[config.mk]
export PLATFORM = sky130hd
export DESIGN_NAME = msp_frame_receiver
export DESIGN_NICKNAME = d
export VERILOG_FILES = /design/src/sv/mspfr_pkg.sv /design/src/sv/mspfr_ram.sv /design/src/sv/msp_frame_receiver.sv
export VERILOG_INCLUDE_DIRS = /design/src /design/src/sv
export SDC_FILE = /design/constraint.sdc
export NUM_CORES = 1
export LEC_CHECK = 0
export BUFFER_PORTS_ARGS = -buffer_cell sky130_fd_sc_hd__buf_4
export CAP_MARGIN = 20
export CELL_PAD_IN_SITES_DETAIL_PLACEMENT = 1
export CELL_PAD_IN_SITES_GLOBAL_PLACEMENT = 1
export CORE_MARGIN = 2
export CORE_UTILIZATION = 57
export DETAILED_ROUTE_END_ITERATION = 12
export GPL_TIMING_DRIVEN = 0
export PLACE_DENSITY = 0.95
export SETUP_SLACK_MARGIN = 0.4
export SLEW_MARGIN = 20
export SYNTH_ARGS = -nofsm -noshare
export SYNTH_HDL_FRONTEND = slang
export SYNTH_SLANG_ARGS = --single-unit
[constraint.sdc]
create_clock -name i_clk -period 5.8 [get_ports i_clk]
set_input_delay 0.29 -clock i_clk [delete_from_list [all_inputs] [get_ports i_clk]]
set_output_delay 0.29 -clock i_clk [all_outputs]
set_load 0.01 [all_outputs]
[src/sv/msp_frame_receiver_macros.svh]
// ============================================================================
// msp_frame_receiver_macros.svh
// Assertion macros shared by the frame receiver RTL.
// ============================================================================
`ifndef MSP_FRAME_RECEIVER_MACROS_SVH
`define MSP_FRAME_RECEIVER_MACROS_SVH

`ifndef ASSERT_OFF
// Checked only while out of reset.
`define MSPFR_ASSERT(lbl, prop, msg) \
    lbl: assert property (@(posedge i_clk) disable iff (!i_rst_n) prop) else $error(msg);
// Checked at every edge, reset included.
`define MSPFR_ASSERT_ALWAYS(lbl, prop, msg) \
    lbl: assert property (@(posedge i_clk) prop) else $error(msg);
`else
`define MSPFR_ASSERT(lbl, prop, msg)
`define MSPFR_ASSERT_ALWAYS(lbl, prop, msg)
`endif

`endif

[src/sv/mspfr_pkg.sv]
// ============================================================================
// mspfr_pkg
// Types and constants of the MSP v1 frame receiver.
// ============================================================================
package mspfr_pkg;

    localparam int PAYLOAD_MAX = 64;
    localparam int ADDR_W      = $clog2(PAYLOAD_MAX);
    localparam int SIZE_W      = 7;
    localparam int IDX_W       = 6;

    localparam logic [7:0] CH_START = 8'h24;  // '$'
    localparam logic [7:0] CH_M     = 8'h4D;  // 'M'
    localparam logic [7:0] CH_LT    = 8'h3C;  // '<' command frame
    localparam logic [7:0] CH_GT    = 8'h3E;  // '>' reply frame

    localparam logic REG_CLIENT_MODE = 1'b0;  // word index of client_mode

    typedef enum logic [2:0] {
        PH_IDLE    = 3'd0,
        PH_HDR_M   = 3'd1,
        PH_HDR_DIR = 3'd2,
        PH_SIZE    = 3'd3,
        PH_CMD     = 3'd4,
        PH_DATA    = 3'd5
    } t_phase;

    typedef enum logic {
        ST_IN   = 1'b0,
        ST_EMIT = 1'b1
    } t_ctl_state;

endpackage

[src/sv/mspfr_ram.sv]
// ============================================================================
// mspfr_ram
// Simple dual-port RAM, one write and one registered read per cycle.
// ============================================================================
module mspfr_ram #(
    parameter int DEPTH = 64,
    parameter int WIDTH = 8
) (
    input  logic                     i_clk,
    input  logic                     i_wr_en,
    input  logic [$clog2(DEPTH)-1:0] i_wr_addr,
    input  logic [WIDTH-1:0]         i_wr_data,
    input  logic                     i_rd_en,
    input  logic [$clog2(DEPTH)-1:0] i_rd_addr,
    output logic [WIDTH-1:0]         o_rd_data
);

    logic [WIDTH-1:0] r_mem [DEPTH];
    logic [WIDTH-1:0] r_rd_data;

    always_ff @(posedge i_clk) begin
        if (i_wr_en) begin
            r_mem[i_wr_addr] <= i_wr_data;
        end
    end

    // read data holds until the next read
    always_ff @(posedge i_clk) begin
        if (i_rd_en) begin
            r_rd_data <= r_mem[i_rd_addr];
        end
    end

    assign o_rd_data = r_rd_data;

endmodule

[src/sv/msp_frame_receiver.sv]
// ============================================================================
// msp_frame_receiver
// MSP v1 frame parser: header check, payload capture, checksum, delivery.
// ============================================================================
// Takes one received serial byte per input item and tracks MSP v1 frames
// ('$' 'M' direction size command payload checksum). Every byte yields one
// result, except the checksum byte of a good frame carrying N > 0 payload
// bytes, which yields N results streamed out of the payload RAM in order,
// the final one flagged with last. A byte that is not '$' while idle comes
// back with consumed low. Bad headers, oversized frames and checksum errors
// silently drop the frame. Rate: one byte per cycle for bytes that yield one
// result, back to back, as long as the output register drains. A good frame
// with payload holds off input after its checksum byte while the single read
// port of the payload RAM delivers its bytes, one per cycle as long as the
// output register drains, then the block returns to taking input.
// client_mode (APB address 0, bit 0) picks which direction is accepted:
// 0 takes '<' command frames, 1 takes '>' reply frames. It must only be
// written while the block is idle.
// ============================================================================
`include "msp_frame_receiver_macros.svh"

module msp_frame_receiver (
    input  logic        i_clk,
    input  logic        i_rst_n,
    // APB config port
    input  logic        psel,
    input  logic        penable,
    input  logic        pwrite,
    input  logic [2:0]  paddr,
    input  logic [31:0] pwdata,
    output logic [31:0] prdata,
    output logic        pready,
    // input byte channel
    input  logic        i_in_valid,
    output logic        o_in_stall,
    input  logic [7:0]  i_rx_byte,
    // result channel
    output logic        o_out_valid,
    input  logic        i_out_stall,
    output logic        o_consumed,
    output logic        o_frame_valid,
    output logic [7:0]  o_command,
    output logic [6:0]  o_payload_size,
    output logic [5:0]  o_byte_index,
    output logic [7:0]  o_payload_byte,
    output logic        o_byte_valid,
    output logic        o_last
);

    localparam int ADDR_W = mspfr_pkg::ADDR_W;
    localparam int SIZE_W = mspfr_pkg::SIZE_W;
    localparam int IDX_W  = mspfr_pkg::IDX_W;

    // ------------------------------------------------------------------
    // Registers
    // ------------------------------------------------------------------
    logic                   r_client_mode;
    mspfr_pkg::t_phase      r_phase,      n_phase;
    mspfr_pkg::t_ctl_state  r_st,         n_st;
    logic [SIZE_W-1:0]      r_frame_size, n_frame_size;
    logic [7:0]             r_frame_cmd,  n_frame_cmd;
    logic [SIZE_W-1:0]      r_bytes_rx,   n_bytes_rx;
    logic [7:0]             r_csum,       n_csum;

    // payload readout: issue counter and one pending RAM read
    logic [SIZE_W-1:0]      r_issue_cnt,  n_issue_cnt;
    logic                   r_pend,       n_pend;
    logic [ADDR_W-1:0]      r_pend_idx,   n_pend_idx;

    // output register
    logic                   r_out_valid,  n_out_valid;
    logic                   r_o_consumed, n_o_consumed;
    logic                   r_o_fvalid,   n_o_fvalid;
    logic [7:0]             r_o_cmd,      n_o_cmd;
    logic [SIZE_W-1:0]      r_o_size,     n_o_size;
    logic [IDX_W-1:0]       r_o_idx,      n_o_idx;
    logic [7:0]             r_o_byte,     n_o_byte;
    logic                   r_o_bvalid,   n_o_bvalid;
    logic                   r_o_last,     n_o_last;

    // ------------------------------------------------------------------
    // Config port
    // ------------------------------------------------------------------
    logic cfg_wr;

    assign pready = 1'b1;
    assign cfg_wr = psel && penable && pwrite;
    assign prdata = (paddr[2] == mspfr_pkg::REG_CLIENT_MODE) ?
                    {31'd0, r_client_mode} : 32'd0;

    always_ff @(posedge i_clk) begin
        if (!i_rst_n) begin
            r_client_mode <= 1'b0;
        end else if (cfg_wr && paddr[2] == mspfr_pkg::REG_CLIENT_MODE) begin
            r_client_mode <= pwdata[0];
        end
    end

    // ------------------------------------------------------------------
    // Payload RAM
    // ------------------------------------------------------------------
    logic              ram_wr_en;
    logic [ADDR_W-1:0] ram_wr_addr;
    logic              ram_rd_en;
    logic [ADDR_W-1:0] ram_rd_addr;
    logic [7:0]        ram_rd_data;

    mspfr_ram #(
        .DEPTH (mspfr_pkg::PAYLOAD_MAX),
        .WIDTH (8)
    ) u_ram (
        .i_clk     (i_clk),
        .i_wr_en   (ram_wr_en),
        .i_wr_addr (ram_wr_addr),
        .i_wr_data (i_rx_byte),
        .i_rd_en   (ram_rd_en),
        .i_rd_addr (ram_rd_addr),
        .o_rd_data (ram_rd_data)
    );

    // ------------------------------------------------------------------
    // Handshake
    // ------------------------------------------------------------------
    logic out_free;   // output register empty or emptying this cycle
    logic in_acc;
    logic pend_move;

    assign out_free   = !r_out_valid || !i_out_stall;
    assign o_in_stall = !((r_st == mspfr_pkg::ST_IN) && out_free);
    assign in_acc     = i_in_valid && !o_in_stall;
    assign pend_move  = r_pend && out_free;

    assign ram_wr_addr = r_bytes_rx[ADDR_W-1:0];
    assign ram_rd_addr = r_issue_cnt[ADDR_W-1:0];

    // ------------------------------------------------------------------
    // Parser and readout control
    // ------------------------------------------------------------------
    always_comb begin
        logic dir_ok;
        logic single;      // byte yields one ordinary result
        logic res_cons;
        logic res_empty;   // empty good frame result

        n_phase      = r_phase;
        n_st         = r_st;
        n_frame_size = r_frame_size;
        n_frame_cmd  = r_frame_cmd;
        n_bytes_rx   = r_bytes_rx;
        n_csum       = r_csum;
        n_issue_cnt  = r_issue_cnt;
        n_pend       = r_pend;
        n_pend_idx   = r_pend_idx;
        ram_wr_en    = 1'b0;
        ram_rd_en    = 1'b0;
        dir_ok       = 1'b0;
        single       = 1'b0;
        res_cons     = 1'b1;
        res_empty    = 1'b0;

        n_out_valid  = r_out_valid && i_out_stall;
        n_o_consumed = r_o_consumed;
        n_o_fvalid   = r_o_fvalid;
        n_o_cmd      = r_o_cmd;
        n_o_size     = r_o_size;
        n_o_idx      = r_o_idx;
        n_o_byte     = r_o_byte;
        n_o_bvalid   = r_o_bvalid;
        n_o_last     = r_o_last;

        unique case (r_st)
            mspfr_pkg::ST_IN: begin
                if (in_acc) begin
                    single = 1'b1;
                    case (r_phase)
                        mspfr_pkg::PH_HDR_M: begin
                            n_phase = (i_rx_byte == mspfr_pkg::CH_M) ?
                                      mspfr_pkg::PH_HDR_DIR : mspfr_pkg::PH_IDLE;
                        end
                        mspfr_pkg::PH_HDR_DIR: begin
                            dir_ok = (i_rx_byte == mspfr_pkg::CH_LT && !r_client_mode)
                                  || (i_rx_byte == mspfr_pkg::CH_GT && r_client_mode);
                            n_phase = dir_ok ? mspfr_pkg::PH_SIZE : mspfr_pkg::PH_IDLE;
                        end
                        mspfr_pkg::PH_SIZE: begin
                            if (i_rx_byte > 8'(mspfr_pkg::PAYLOAD_MAX)) begin
                                n_phase = mspfr_pkg::PH_IDLE;
                            end else begin
                                n_frame_size = i_rx_byte[SIZE_W-1:0];
                                n_bytes_rx   = '0;
                                n_csum       = i_rx_byte;
                                n_phase      = mspfr_pkg::PH_CMD;
                            end
                        end
                        mspfr_pkg::PH_CMD: begin
                            n_frame_cmd = i_rx_byte;
                            n_csum      = r_csum ^ i_rx_byte;
                            n_phase     = mspfr_pkg::PH_DATA;
                        end
                        mspfr_pkg::PH_DATA: begin
                            if (r_bytes_rx < r_frame_size &&
                                r_bytes_rx < SIZE_W'(mspfr_pkg::PAYLOAD_MAX)) begin
                                ram_wr_en  = 1'b1;
                                n_bytes_rx = r_bytes_rx + SIZE_W'(1);
                                n_csum     = r_csum ^ i_rx_byte;
                            end else begin
                                n_phase = mspfr_pkg::PH_IDLE;
                                if (i_rx_byte == r_csum) begin
                                    if (r_frame_size == '0) begin
                                        res_empty = 1'b1;
                                    end else begin
                                        // stream the payload out of RAM
                                        single      = 1'b0;
                                        n_st        = mspfr_pkg::ST_EMIT;
                                        n_issue_cnt = '0;
                                        n_pend      = 1'b0;
                                    end
                                end
                            end
                        end
                        default: begin
                            // idle and unused codes
                            if (i_rx_byte != mspfr_pkg::CH_START) begin
                                res_cons = 1'b0;
                            end else begin
                                n_phase = mspfr_pkg::PH_HDR_M;
                            end
                        end
                    endcase

                    if (single) begin
                        n_out_valid  = 1'b1;
                        n_o_consumed = res_cons;
                        n_o_fvalid   = res_empty;
                        n_o_cmd      = res_empty ? r_frame_cmd : 8'd0;
                        n_o_size     = '0;
                        n_o_idx      = '0;
                        n_o_byte     = 8'd0;
                        n_o_bvalid   = 1'b0;
                        n_o_last     = 1'b1;
                    end
                end
            end
            mspfr_pkg::ST_EMIT: begin
                // RAM read data -> output register
                if (pend_move) begin
                    n_out_valid  = 1'b1;
                    n_o_consumed = 1'b1;
                    n_o_fvalid   = 1'b1;
                    n_o_cmd      = r_frame_cmd;
                    n_o_size     = r_frame_size;
                    n_o_idx      = IDX_W'(r_pend_idx);
                    n_o_byte     = ram_rd_data;
                    n_o_bvalid   = 1'b1;
                    n_o_last     = (SIZE_W'(r_pend_idx) + SIZE_W'(1)) == r_frame_size;
                    n_pend       = 1'b0;
                end
                // next RAM read
                if (r_issue_cnt < r_frame_size && (!r_pend || pend_move)) begin
                    ram_rd_en   = 1'b1;
                    n_pend      = 1'b1;
                    n_pend_idx  = r_issue_cnt[ADDR_W-1:0];
                    n_issue_cnt = r_issue_cnt + SIZE_W'(1);
                end
                if (r_issue_cnt == r_frame_size && !r_pend) begin
                    n_st = mspfr_pkg::ST_IN;
                end
            end
            default: begin
                n_st = mspfr_pkg::ST_IN;
            end
        endcase
    end

    always_ff @(posedge i_clk) begin
        if (!i_rst_n) begin
            r_phase      <= mspfr_pkg::PH_IDLE;
            r_st         <= mspfr_pkg::ST_IN;
            r_frame_size <= '0;
            r_frame_cmd  <= 8'd0;
            r_bytes_rx   <= '0;
            r_csum       <= 8'd0;
            r_issue_cnt  <= '0;
            r_pend       <= 1'b0;
            r_out_valid  <= 1'b0;
        end else begin
            r_phase      <= n_phase;
            r_st         <= n_st;
            r_frame_size <= n_frame_size;
            r_frame_cmd  <= n_frame_cmd;
            r_bytes_rx   <= n_bytes_rx;
            r_csum       <= n_csum;
            r_issue_cnt  <= n_issue_cnt;
            r_pend       <= n_pend;
            r_out_valid  <= n_out_valid;
        end
    end

    // payload registers, no reset
    always_ff @(posedge i_clk) begin
        r_pend_idx   <= n_pend_idx;
        r_o_consumed <= n_o_consumed;
        r_o_fvalid   <= n_o_fvalid;
        r_o_cmd      <= n_o_cmd;
        r_o_size     <= n_o_size;
        r_o_idx      <= n_o_idx;
        r_o_byte     <= n_o_byte;
        r_o_bvalid   <= n_o_bvalid;
        r_o_last     <= n_o_last;
    end

    assign o_out_valid    = r_out_valid;
    assign o_consumed     = r_o_consumed;
    assign o_frame_valid  = r_o_fvalid;
    assign o_command      = r_o_cmd;
    assign o_payload_size = r_o_size;
    assign o_byte_index   = r_o_idx;
    assign o_payload_byte = r_o_byte;
    assign o_byte_valid   = r_o_bvalid;
    assign o_last         = r_o_last;

    // ------------------------------------------------------------------
    // Assertions
    // ------------------------------------------------------------------
    `MSPFR_ASSERT(a_no_input_in_emit, (r_st == mspfr_pkg::ST_EMIT) |-> o_in_stall, "input taken during payload readout")
    `MSPFR_ASSERT(a_emit_nonempty, (r_st == mspfr_pkg::ST_EMIT) |-> (r_frame_size != '0), "readout of empty frame")
    `MSPFR_ASSERT(a_issue_bound, (r_st == mspfr_pkg::ST_EMIT) |-> (r_issue_cnt <= r_frame_size), "readout ran past frame size")
    `MSPFR_ASSERT(a_pend_in_range, r_pend |-> (SIZE_W'(r_pend_idx) < r_frame_size), "pending read index out of range")
    `MSPFR_ASSERT(a_byte_needs_frame, (r_out_valid && r_o_bvalid) |-> (r_o_fvalid && r_o_consumed), "payload byte outside a good frame")

endmodule

==> results.yml, run 1 <==
run_status:
  status: "completed"
clocking:
  cts_max_level: 2
  cts_root_buffer: "clkbuf_16"
  clkTransAtPathRegs_ns: 0.08
  clock_latency_ns: 0.65
  cts_buffers: 57
  ctsResizeCount: 0
  cts_sinks: 603
  tritoncts: "built"
  clk_path_buf_depth: 3
synthesis:
  synth-seq-area-share_pct: 71.65
  avgSynthCellArea_um2: 17.96
  synthesis.area_um2: 24660
  synth_area_leaders: "edfxtp_1 (68%), mux4_2 (12%), dfxtp_1 (3.6%), nor2_1 (1.7%), buf_4 (1.4%)"
  ys_warn_count: 0
  synth-edff-count: 559
  synth_seq_cells: 603
  async_reset_ff_share_pct: 0
  yosys.area.top_type: "edfxtp_1"
  yosys.area.top_type_share_pct: 68.07
  syn_inst: 1373
  synthFlopType: "edfxtp_1"
  synth.distinct_cells: 72
sta:
  rsz0062_at_grt: "false"
  final-max-slew-violation-count: 0
  skew_ns: 0.04021
  period_needed_ns: 4.455
  finalHoldViolations: 0
  setup_tns_ns: 0
  slew_headroom_pct: 22.62
  worst_pin_slew_ns: 1.157
  finalWorstSetupSlack_ns: 1.345
  setup_viol: 0
  fin_crit_sh_pct: 76.80
  max_freq_mhz: 224.5
global_routing:
  grt_pass1_vias: 15920
  antenna_found_initial: 6
  grt_overflow: 0
  grt_max_degree: 72
  grt_pass1_wl_um: 114400
  track_usage_pct: 36.30
finish:
  syn2layout_area_growth_pct: 12.57
  layout.nets: 1582
  instances_no_fill: 2150
  final_common_cell: "edfxtp_1"
  drive_gt1_share_pct: 23.02
  final_core_util_pct: 64.73
  final_cell_mix: "edfxtp_1 (559), mux4_2 (130), nor2_1 (111)"
worst_setup_path:
  cp_max_fo: 9
  endpoint_kind: "register"
  worstSetupStartpointType: "register"
  crit_type: "register to register"
  worstPathRequired_ns: 6.07
  worstPathArrival_ns: 4.72
routing:
  first_pass_iters: 6
  wl_per_cell_um: 36.97
  via_count: 15290
  drt_wl_total_um: 79480
  routed_via_density: 7.109
  drtIter0Drc: 2426
  drc: 0
  final_antenna_net_count: 0
die:
  die_h_um: 212.0
  core_um2: 42890
  std_cell_rows: 76
  dieArea_um2: 44940
  design.portCount: 118
  start_util_pct: 57.50
  die_w_um: 212.0
placement:
  io_buffers: 51
  place_hpwl_um: 43670
  pre_cts_ws_ns: 2.032
  dp.cells: 2039
  place_congestion: 0.9198
flow_run:
  cap_violations: 0
power_and_ir_drop:
  power.density_nw_per_um2: 316.3
  leakage_nw: 8.793
  peakVddDrop_mv: 0.2242
worst_hold_path:
  hold_class: "primary input to register"
## worst max-delay path, cell delays in order, from the launching register on
cell and delay [ns]:
dfxtp_1 0.74, ha_1 0.42, o21ai_0 0.26, o21ai_0 0.35, a2111oi_4 0.63, and2_1 0.48, nand2_1 0.34, nor2_1 0.84
## report_power, final
group / internal, mW / total, mW / switching, mW / leakage, nW
sequential: 4.75 / 4.76 / 0.00531 / 5.40
combinational: 0.0452 / 0.176 / 0.131 / 2.49
clock: 2.09 / 3.85 / 1.76 / 0.900
total: 6.89 / 8.78 / 1.89 / 8.79
## flip-flops by register name, indices dropped and copies added, names as in the netlist, 7 cells and up
name	cells
o_payload_size	7
r_issue_cnt	7
r_frame_size	7
r_csum	8
o_command	8
r_bytes_rx	7
o_payload_byte	8
u_ram.o_rd_data	8
u_ram.r_mem	512
r_frame_cmd	8
## kinds of logic after synthesis
family / after synthesis / share of synthesized area (%)
flip-flops: 603 / 71.65
AO/OA/AOI/OAI: 150 / 4.597
multiplexers: 162 / 13.20
XOR/XNOR: 15 / 0.5328
other: 2 / 0.03046
adder cells (fa/ha/maj): 17 / 0.8626
AND/OR/NAND/NOR: 304 / 6.419
buffers and inverters: 120 / 2.710
## final timing paths
kind / startpoint / to / slack (ns) / depth (start not counted)
worst min-delay path: penable / r_client_mode / 0.09 / 4
worst max-delay path: r_bytes_rx[5] / u_ram.r_mem[54][4] / 1.35 / 7
worst min register to register: r_frame_cmd[7] / r_frame_cmd[7] / 0.52 / 2
worst max register to register: r_bytes_rx[5] / u_ram.r_mem[54][4] / 1.35 / 7
## metrics by stage
step,total power [mW],area (um^2),hold slack (ns)
2_1_floorplan,4.911,24770,0.3889
3_3_place_gp,4.999,25890,0.4853
3_5_place_dp,5.015,25890,0.5034
4_1_cts,8.764,27750,0.05945
5_1_grt,8.910,27760,0.1239
6_report,8.782,27760,0.08963
## layout make-up
type,count,area (um^2)
multi-input combinational,680,6439
inverter,16,60.06
clock inverter,36,286.5
timing repair buffer,53,397.9
antenna,1,2.502
buffer,104,608.1
fill,3608,15130
sequential,603,17670
tap,585,732.0
clock buffer,72,1567
## synth_stat cells, drive strengths merged (16+ instances only)
cell    number
edfxtp     559
a21oi       16
mux4       130
dfxtp       44
and2        25
clkbuf      36
o21ai       34
buf         68
nor2b       42
ha          17
mux2i       26
nand2       39
inv         16
o211ai      17
nor2       112
## layer usage
metal  wire [um]  global-route usage [%]
met1       26340                   44.43
met2       37800                   57.87
met3        9362                   10.62
met4        5907                   21.15
met5          66                   1.001
## what timing repair did
item                                   CTS  global route
endpoints found under the hold margin    1             0
hold buffers                             1             0
setup buffers                            0             0
setup endpoints to repair                0             0
Power figures use the tool's default switching activity.
==> run 2, diff against run 1 <==
--- a/config.mk
+++ b/config.mk
@@ -6,15 +6,16 @@
 export SDC_FILE = /design/constraint.sdc
 export NUM_CORES = 1
 export LEC_CHECK = 0
+export ABC_AREA = 1
 export BUFFER_PORTS_ARGS = -buffer_cell sky130_fd_sc_hd__buf_4
 export CAP_MARGIN = 20
 export CELL_PAD_IN_SITES_DETAIL_PLACEMENT = 1
 export CELL_PAD_IN_SITES_GLOBAL_PLACEMENT = 1
 export CORE_MARGIN = 2
-export CORE_UTILIZATION = 57
+export CORE_UTILIZATION = 49
 export DETAILED_ROUTE_END_ITERATION = 12
 export GPL_TIMING_DRIVEN = 0
-export PLACE_DENSITY = 0.95
+export PLACE_DENSITY = 0.91
 export SETUP_SLACK_MARGIN = 0.4
 export SLEW_MARGIN = 20
 export SYNTH_ARGS = -nofsm -noshare
==> constraint.sdc (replaced) <==
create_clock -name i_clk -period 4.2 [get_ports i_clk]
set_input_delay 0.21 -clock i_clk [delete_from_list [all_inputs] [get_ports i_clk]]
set_output_delay 0.21 -clock i_clk [all_outputs]
set_load 0.01 [all_outputs]
==> run 2 against run 1 <==
Effect of this change:
- clock skew is 0.0058 ns lower
- largest cell class unchanged
- non-clock buffer count up 54
- sequential power up 38%
- critical path depth grew 2
- worst hold slack got worse by 0.017 ns
- die area rose by 22%
- register-to-register slack worse by 0.34 ns
==> results.yml, run 2 <==
placement:
  place_congestion: 0.9292
  io_buffers: 51
  place_hpwl_um: 57740
  dp.cells: 3188
  pre_cts_ws_ns: 0.6626
worst_setup_path:
  endpoint_kind: "register"
  r2r_cells: 9
  setup.worst_path.end: "u_ram.r_mem[6][7]"
  rr_startpoint: "r_frame_size[2]"
  rrSetupSlack_ns: 1.00
  worstPathArrival_ns: 3.46
  r2r_end: "u_ram.r_mem[6][7]"
  setup.worst_path.start: "r_frame_size[2]"
  crit_type: "register to register"
  worstPathRequired_ns: 4.46
  worstSetupStartpointType: "register"
  cp_max_fo: 8
synthesis:
  yosys.area.top_type: "edfxtp_1"
  synthesis.area_um2: 25970
  synth_area_leaders: "edfxtp_1 (65%), nand2_1 (12%), nand3_1 (9.0%), dfxtp_1 (3.4%), nor2_1 (2.0%)"
  ys_warn_count: 0
  synth.most_common_cell: "nand2_1"
  synth.distinct_cells: 41
  syn_inst: 2419
  yosys.area.top_type_share_pct: 64.63
  synthFlopType: "edfxtp_1"
  synth-edff-count: 559
  avgSynthCellArea_um2: 10.74
  synth_common_cells: "nand2_1 (806), edfxtp_1 (559), nand3_1 (465), nor2_1 (138), inv_1 (78)"
  synth-seq-area-share_pct: 68.02
  async_reset_ff_share_pct: 0
  synth_seq_cells: 603
power_and_ir_drop:
  peakVddDrop_mv: 0.2869
  switchingPower_mw: 2.602
  swShare_pct: 20.93
  power.density_nw_per_um2: 423.7
  seqPwrFrac_pct: 53.0
  p_clk_share_pct: 44.7
  leakage_nw: 11.12
  comb_power_share_pct: 2.3
  internal_power_mw: 9.831
finish:
  layout.nets: 2629
  final_core_util_pct: 55.95
  drive_gt1_share_pct: 11.91
  multi_input_area_um2: 7143
  syn2layout_area_growth_pct: 12.98
  instances_no_fill: 3301
  final_cell_mix: "nand2_1 (806), edfxtp_1 (559), nand3_1 (465)"
  final_common_cell: "nand2_1"
  top_register: "u_ram.r_mem"
  seq_area_um2: 17670
  largest_reg_flops: 512
  n_fill_cell: 5550
routing:
  via_count: 20280
  wl_per_cell_um: 27.25
  first_pass_iters: 6
  drt_wl_total_um: 89950
  final_antenna_net_count: 0
  drtIter0Drc: 2412
  routed_via_density: 6.143
  drc: 0
run_status:
  status: "completed"
sta:
  worst_pin_slew_ns: 1.062
  setup_tns_ns: 0
  finalWorstSetupSlack_ns: 1.002
  slew_headroom_pct: 28.93
  setup_viol: 0
  final-max-slew-violation-count: 0
  max_freq_mhz: 312.7
  period_needed_ns: 3.198
  finalHoldViolations: 0
  rsz0062_at_grt: "false"
  skew_ns: 0.03445
  fin_crit_sh_pct: 76.13
clocking:
  clock_latency_ns: 0.65
  cts_hold_buf: 2
  cts_max_level: 2
  ctsResizeCount: 0
  clkTransAtPathRegs_ns: 0.07
  cts_sinks: 603
  post-cts-setup-buffer-count: 0
  cts_buffers: 58
  cts_root_buffer: "clkbuf_16"
  clk_path_buf_depth: 3
  tritoncts: "built"
die:
  start_util_pct: 49.52
  dieArea_um2: 54860
  die_w_um: 234.2
  core_um2: 52450
  die_h_um: 234.2
  design.portCount: 118
  std_cell_rows: 84
worst_hold_path:
  hold_class: "primary input to register"
  hold_start: "i_rst_n"
global_routing:
  antenna_found_initial: 2
  grt_pass1_vias: 21370
  grt_max_degree: 72
  grt_pass1_wl_um: 133000
  grt_overflow: 0
  track_usage_pct: 33.31
flow_run:
  cap_violations: 0
run 2: cell types whose count changed in the layout (fill, tap and decap cells not counted), sizes merged, moves of 32 or more:
| cell | previous run | this run |
|---|---|---|
| nand2 | 39 | 814 |
| nand3 | 14 | 477 |
| mux4 | 130 | 0 |
| inv | 18 | 94 |
| buf | 119 | 177 |
| nor2b | 42 | 0 |
| nor2 | 112 | 144 |
run 2: cell families after synthesis:
logic type      synth area share [%]
simple gates                   24.37
flops                          68.02
buf+inv                        4.909
compound gates                 1.619
fa+ha+maj                     0.8189
xor+xnor                      0.2361
other cells                  0.02892
run 2: metal layers:
layer  wire length (um)  up-vias  part of all wire [%]  track usage (%)
li1                   -     8531                     -                -
met1              31860    10080                    35            40.15
met3               8302      388                   9.2            6.359
met2              43750     1278                    49            55.57
met4               6029        2                   6.7            20.25
met5                 11        -                 0.012                0
run 2: area by class of cell:
cell class / count / share of cell area, %
Tap cell: 688 / 2.934
Multi-Input combinational cell: 1591 / 24.34
Buffer: 158 / 3.091
Clock inverter: 35 / 1.322
Timing Repair Buffer: 53 / 1.373
Clock buffer: 74 / 5.462
Sequential cell: 603 / 60.21
Inverter: 97 / 1.254
Antenna cell: 2 / 0.01706
run 2: worst min path at each step:
stage / end / slack [ns] / cells after the start
floorplan: u_ram.r_mem[0][0] / 0.31 / 0
global placement: r_bytes_rx[6] / 0.46 / 2
detailed placement: r_pend_idx[3] / 0.48 / 0
CTS: r_frame_cmd[1] / 0.02 / 3
global route: r_frame_size[6] / 0.07 / 3
finish: r_frame_cmd[1] / 0.07 / 3
run 2: power groups by stage:
stage               logic (mW)  registers [mW]  clock network (mW)
finish                   0.288            6.58                5.56
global placement         0.261            6.71                   0
global route             0.312            6.58                5.74
floorplan                0.103            6.72                   0
detailed placement       0.279            6.71                   0
CTS                      0.284            6.59                5.54
run 2: critical path, cell delays in order, from the launching register on:
cell and delay (ns):
dfxtp_1 0.37, inv_1 0.17, ha_1 0.37, a21oi_1 0.25, nand2_2 0.11, nand2_4 0.12, nand4_4 0.17, nor2_8 0.22
nand3_4 0.21, nor2_1 0.85
run 2: through the flow:
| stage | hold slack (ns) | power, mW | area, um^2 |
|---|---|---|---|
| 2_1_floorplan | 0.3089 | 6.823 | 26090 |
| 3_3_place_gp | 0.4575 | 6.973 | 27330 |
| 3_5_place_dp | 0.4799 | 6.994 | 27330 |
| 4_1_cts | 0.01582 | 12.41 | 29340 |
| 5_1_grt | 0.06733 | 12.63 | 29340 |
| 6_report | 0.07251 | 12.43 | 29340 |
